File: src/rtl/fbc_pkg.sv
// Shared constants, types and plane tables for the frustum box culling block.
`default_nettype none
package fbc_pkg;

    localparam int COEF_BITS    = 24;
    localparam int COORD_BITS   = 24;
    localparam int COORD_FRAC   = COORD_BITS - 16;
    localparam int VEC_COUNT    = 4;
    localparam int ELEM_COUNT   = 4;
    localparam int AXIS_COUNT   = 3;
    localparam int PLANE_COUNT  = 6;
    localparam int PLANE_BITS   = 3;
    localparam int VEC_IDX_BITS = 2;

    localparam int COEF_W = COEF_BITS + 1;
    localparam int PROD_W = COEF_W + COORD_BITS;
    localparam int SUM_W  = PROD_W + 2;

    localparam int ELEM_LSB    = VEC_IDX_BITS;
    localparam int BOX_LSB     = ELEM_LSB + ELEM_COUNT * COEF_BITS;
    localparam int S_TDATA_RAW = BOX_LSB + 2 * AXIS_COUNT * COORD_BITS;
    localparam int S_TDATA_W   = ((S_TDATA_RAW + 7) / 8) * 8;
    localparam int M_TDATA_W   = 8;

    localparam logic [PLANE_BITS-1:0] PLANE_LAST = PLANE_BITS'(PLANE_COUNT - 1);
    localparam logic                  OP_LOAD    = 1'b0;
    localparam logic                  OP_TEST    = 1'b1;

    typedef struct packed {
        logic                  ld_vec;
        logic                  start;
        logic                  issue;
        logic                  last;
        logic [PLANE_BITS-1:0] plane;
        logic                  ld_out;
    } fbc_cmd_t;

    typedef struct packed {
        logic fin;
    } fbc_sts_t;

    // left, right, top, bottom, near, far
    function automatic logic [VEC_IDX_BITS-1:0] plane_vec(input logic [PLANE_BITS-1:0] p);
        logic [VEC_IDX_BITS-1:0] v;
        v = VEC_IDX_BITS'(p >> 1);
        return v;
    endfunction

    function automatic logic plane_add(input logic [PLANE_BITS-1:0] p);
        logic a;
        case (p)
            3'd0:    a = 1'b1;
            3'd3:    a = 1'b1;
            3'd4:    a = 1'b1;
            default: a = 1'b0;
        endcase
        return a;
    endfunction

endpackage
`default_nettype wire

File: src/rtl/fbc_ctrl.sv
// Sequencer: handshakes, plane counter and result-register control.
`default_nettype none
module fbc_ctrl (
    input  wire logic              aclk,
    input  wire logic              aresetn,
    input  wire logic              s_axis_tvalid,
    output logic                   s_axis_tready,
    input  wire logic              s_axis_tuser,
    output logic                   m_axis_tvalid,
    input  wire logic              m_axis_tready,
    output fbc_pkg::fbc_cmd_t      cmd,
    input  wire fbc_pkg::fbc_sts_t sts
);
    import fbc_pkg::*;

    typedef enum logic [3:0] {
        ST_IDLE  = 4'b0001,
        ST_RUN   = 4'b0010,
        ST_DRAIN = 4'b0100,
        ST_DONE  = 4'b1000
    } fbc_state_t;

    fbc_state_t            state_reg, state_next;
    logic [PLANE_BITS-1:0] plane_reg, plane_next;
    logic                  mvalid_reg, mvalid_next;
    logic                  s_fire;

    assign s_axis_tready = (state_reg == ST_IDLE);
    assign s_fire        = s_axis_tvalid && s_axis_tready;
    assign m_axis_tvalid = mvalid_reg;

    always_comb begin
        state_next = state_reg;
        plane_next = plane_reg;
        cmd        = '0;
        cmd.plane  = plane_reg;
        case (state_reg)
            ST_IDLE: begin
                if (s_fire) begin
                    if (s_axis_tuser == OP_TEST) begin
                        cmd.start  = 1'b1;
                        plane_next = '0;
                        state_next = ST_RUN;
                    end else begin
                        cmd.ld_vec = 1'b1;
                    end
                end
            end
            ST_RUN: begin
                cmd.issue = 1'b1;
                cmd.last  = (plane_reg == PLANE_LAST);
                if (plane_reg == PLANE_LAST) begin
                    state_next = ST_DRAIN;
                end else begin
                    plane_next = plane_reg + 1'b1;
                end
            end
            ST_DRAIN: begin
                if (sts.fin) begin
                    state_next = ST_DONE;
                end
            end
            ST_DONE: begin
                if (!mvalid_reg || m_axis_tready) begin
                    cmd.ld_out = 1'b1;
                    state_next = ST_IDLE;
                end
            end
            default: state_next = ST_IDLE;
        endcase
    end

    always_comb begin
        mvalid_next = mvalid_reg;
        if (cmd.ld_out) begin
            mvalid_next = 1'b1;
        end else if (m_axis_tready) begin
            mvalid_next = 1'b0;
        end
    end

    always_ff @(posedge aclk) begin
        if (!aresetn) begin
            state_reg  <= ST_IDLE;
            plane_reg  <= '0;
            mvalid_reg <= 1'b0;
        end else begin
            state_reg  <= state_next;
            plane_reg  <= plane_next;
            mvalid_reg <= mvalid_next;
        end
    end

    a_fin_in_drain: assert property (@(posedge aclk) disable iff (!aresetn)
        sts.fin |-> state_reg == ST_DRAIN)
        else $error("pipeline finished outside drain");

    a_plane_range: assert property (@(posedge aclk) disable iff (!aresetn)
        plane_reg <= PLANE_LAST)
        else $error("plane counter out of range");

    a_test_starts: assert property (@(posedge aclk) disable iff (!aresetn)
        (s_fire && s_axis_tuser == OP_TEST) |=> state_reg == ST_RUN)
        else $error("test word did not start plane sweep");

    a_run_len: assert property (@(posedge aclk) disable iff (!aresetn)
        (state_reg == ST_RUN && plane_reg == PLANE_LAST) |=> state_reg == ST_DRAIN)
        else $error("plane sweep overran");

endmodule
`default_nettype wire

File: config.mk
export PLATFORM = sky130hd
export DESIGN_NAME = fbc_ctrl
export DESIGN_NICKNAME = d
export VERILOG_FILES = /design/src/rtl/fbc_pkg.sv /design/src/rtl/fbc_ctrl.sv
export SDC_FILE = /design/constraint.sdc
export NUM_CORES = 1
export LEC_CHECK = 0
export BUFFER_PORTS_ARGS = -buffer_cell sky130_fd_sc_hd__buf_2
export CAP_MARGIN = 10
export CORE_MARGIN = 5
export CORE_UTILIZATION = 30
export DETAILED_ROUTE_END_ITERATION = 8
export HOLD_SLACK_MARGIN = 0.06
export PLACE_DENSITY_LB_ADDON = 0.08
export SLEW_MARGIN = 20
export SYNTH_ARGS = -nofsm -noshare
export SYNTH_HDL_FRONTEND = slang
export SYNTH_SLANG_ARGS = --single-unit
export TNS_END_PERCENT = 20
File: constraint.sdc
create_clock -name aclk -period 1.4 [get_ports aclk]
set_input_delay 0.07 -clock aclk [delete_from_list [all_inputs] [get_ports aclk]]
set_output_delay 0.07 -clock aclk [all_outputs]
set_load 0.05 [all_outputs]
==> results.toml <==
[yosys]
syn_area_um2 = 434.2
syn_avg_cell_area_um2 = 9.238
yosysWarnings = 0
seq_area_frac_synth = 0.3689
ys_types = 22
synthCells = 47
ys_seq_elements = 8
syn_nets = 55

[outcome]
violations = "setup timing"
status = "complete, but fails checks"

[placed_design]
io_buffers = 15
dp_hpwl_um = 780.2
gp_congestion = 0.7029
place_inst = 79
dp_slack_ns = 0.03210

[setup_path]
cp.arrival_ns = 1.63
worstPathMaxFanout = 6
path_class = "reg2reg"
cp_data_required_time_ns = 1.59
worstRegToRegCells = 5
cp-start-kind = "flop"
setup.worst_path.end_class = "flop"

[clock_tree]
clk_latency_ns = 0.26
cts_buffer_depth = 2
clock_sinks = 8
cts_buffers = 3
cts_tree = "built"
cts.clk_slew.worst_paths_ns = 0.07
htree_levels = 1
cts-root-buf = "clkbuf_4"

[routing]
via_count = 422
via_per_inst = 4.795
first_pass_iters = 3
ant_nets = 0
wl_per_cell_um = 12.26
route.detailed.drc = 0
dr.first_iter.drc_count = 1
drt_wl_total_um = 1079

[timing]
layout_setup_ws_ns = -0.03250
worstMarginPinSlew_ns = 0.2772
timing.final.max_slew_violations = 0
setup_violations = 2
rsz0062_at_grt = "true"
hold_viol_final = 0
fmax_mhz = 698.1
period_needed_ns = 1.433
slew_headroom = 0.8144
skew_ns = 0.007456
period_share = 1.023

[layout]
largest_reg_flops = 4
multi_input_area_um2 = 301.5
area_growth_pct = 61.96
drive_above_1_share = 0.5479
layout_common_cells = "buf_2, buf_4, nand2_1"
register_area_um2 = 173.9
nNetsFinal = 82
fill_cells = 138
instances_no_fill = 88
antenna_cells = 0

[floorplan]
num_rows = 13
chipWidth_um = 48.04
start_util = 0.3255
die_area_um2 = 2308
coreArea_um2 = 1334
ioPinCount = 16
die_y_um = 48.04

[global_route]
grt_start_max_net_pins = 8
grt_pass1_wl_um = 1773
overflow = 0
busiest_layer = "met2"
grt_pass1_vias = 397
antenna_found_initial = 0
grt_use_total = 0.1188
grt_util_met2 = 0.1662
met3_usage = 0.05263
use_met1 = 0.1441

[job]
cap_viol_max_count = 0

[power]
power_density_nw_per_um2 = 747.1
p_sw_w = 0.0001498
p_seq_frac = 0.451
swShare = 0.2851
pwr-share-comb = 0.165
p_leak_nw = 0.3145
p_clk_frac = 0.384
internal-power_w = 0.0003756
peakVddDrop_mv = 0.3441

[min_path]
hold_path.class = "in2reg"
whs_path_depth = 3
metrics by stage:
stage	util	area, µm²	total power (W)	hold slack, ns	setup TNS (ns)
6_report	0.5272	703.2	0.0005253	0.08111	-0.05909
5_1_grt	0.5272	703.2	0.0005511	0.1074	-0.4035
2_1_floorplan	-	462.9	0.0002965	0.1313	-1.922
3_5_place_dp	0.4287	571.8	0.0003187	0.3004	0
4_1_cts	0.4897	653.1	0.0005233	0.07955	-0.04163
3_3_place_gp	0.4287	571.8	0.0003190	0.3038	0
path summary, 6_finish.rpt:
check	from	endpoint	slack [ns]
worst min-delay path	sts	state_reg[3]	0.08
worst max-delay path	state_reg[0]	plane_reg[1]	-0.03
worst min register to register	plane_reg[0]	plane_reg[0]	0.56
worst max register to register	state_reg[0]	plane_reg[1]	-0.03
metal layers:
layer,share of wire,wire (µm)
met1,0.45,487
met5,0,0
met4,0.019,21
met3,0.082,88
met2,0.45,482
area by class of cell:
type / count / area share
well taps: 15 / 0.02669
repair buffers: 23 / 0.2438
inverters: 3 / 0.01601
flip-flops and latches: 8 / 0.2473
clock buffers: 4 / 0.03737
multi-input cells: 35 / 0.4288
power by group through the flow:
stage	sequential (W)	clock, W	combinational [W]
floorplan	0.000244	0	0.0000530
global placement	0.000245	0	0.0000744
detailed placement	0.000245	0	0.0000742
CTS	0.000237	0.000206	0.0000810
global route	0.000238	0.000220	0.0000936
finish	0.000237	0.000202	0.0000864
kinds of logic (layout without fill, tap and decap cells):
group           after synthesis  after routing  synth area share
flops                         8              8            0.3689
xor+xnor                      2              2           0.04035
buf+inv                       4             30           0.04323
simple gates                 22             22            0.3285
compound gates                9              9            0.1614
fa+ha+maj                     2              2           0.05763
worst max-delay path, stage by stage, from the launching register on:
cell	delay (ns)
dfxtp_4	0.37
nor4b_4	0.32
buf_4	0.19
nand2_4	0.05
a211o_1	0.31
a21boi_2	0.13
synthesized netlist by cell type, drive strengths merged:
library cell  count  area share
ha                2       0.058
o211ai            1       0.017
inv               3       0.026
xor2              2       0.040
buf               1       0.017
a211o             1       0.020
a21boi            3       0.061
o31ai             1       0.017
o21a              2       0.035
o21ai             1       0.012
nand3             3       0.035
nor2              4       0.035
nor2b             3       0.043
and3b             2       0.040
and4b             1       0.023
dfxtp             8        0.37
nor4b             3       0.095
nand2             6       0.058
repair_timing:
item                                   4_1_cts  5_1_grt
setup endpoints to repair                    5        8
buffers inserted                             2        2
hold buffers                                 1        0
endpoints found under the hold margin        1        0
pin swaps                                    1        3
gates resized for setup                     10       11
(Power assumes the default switching activity.)
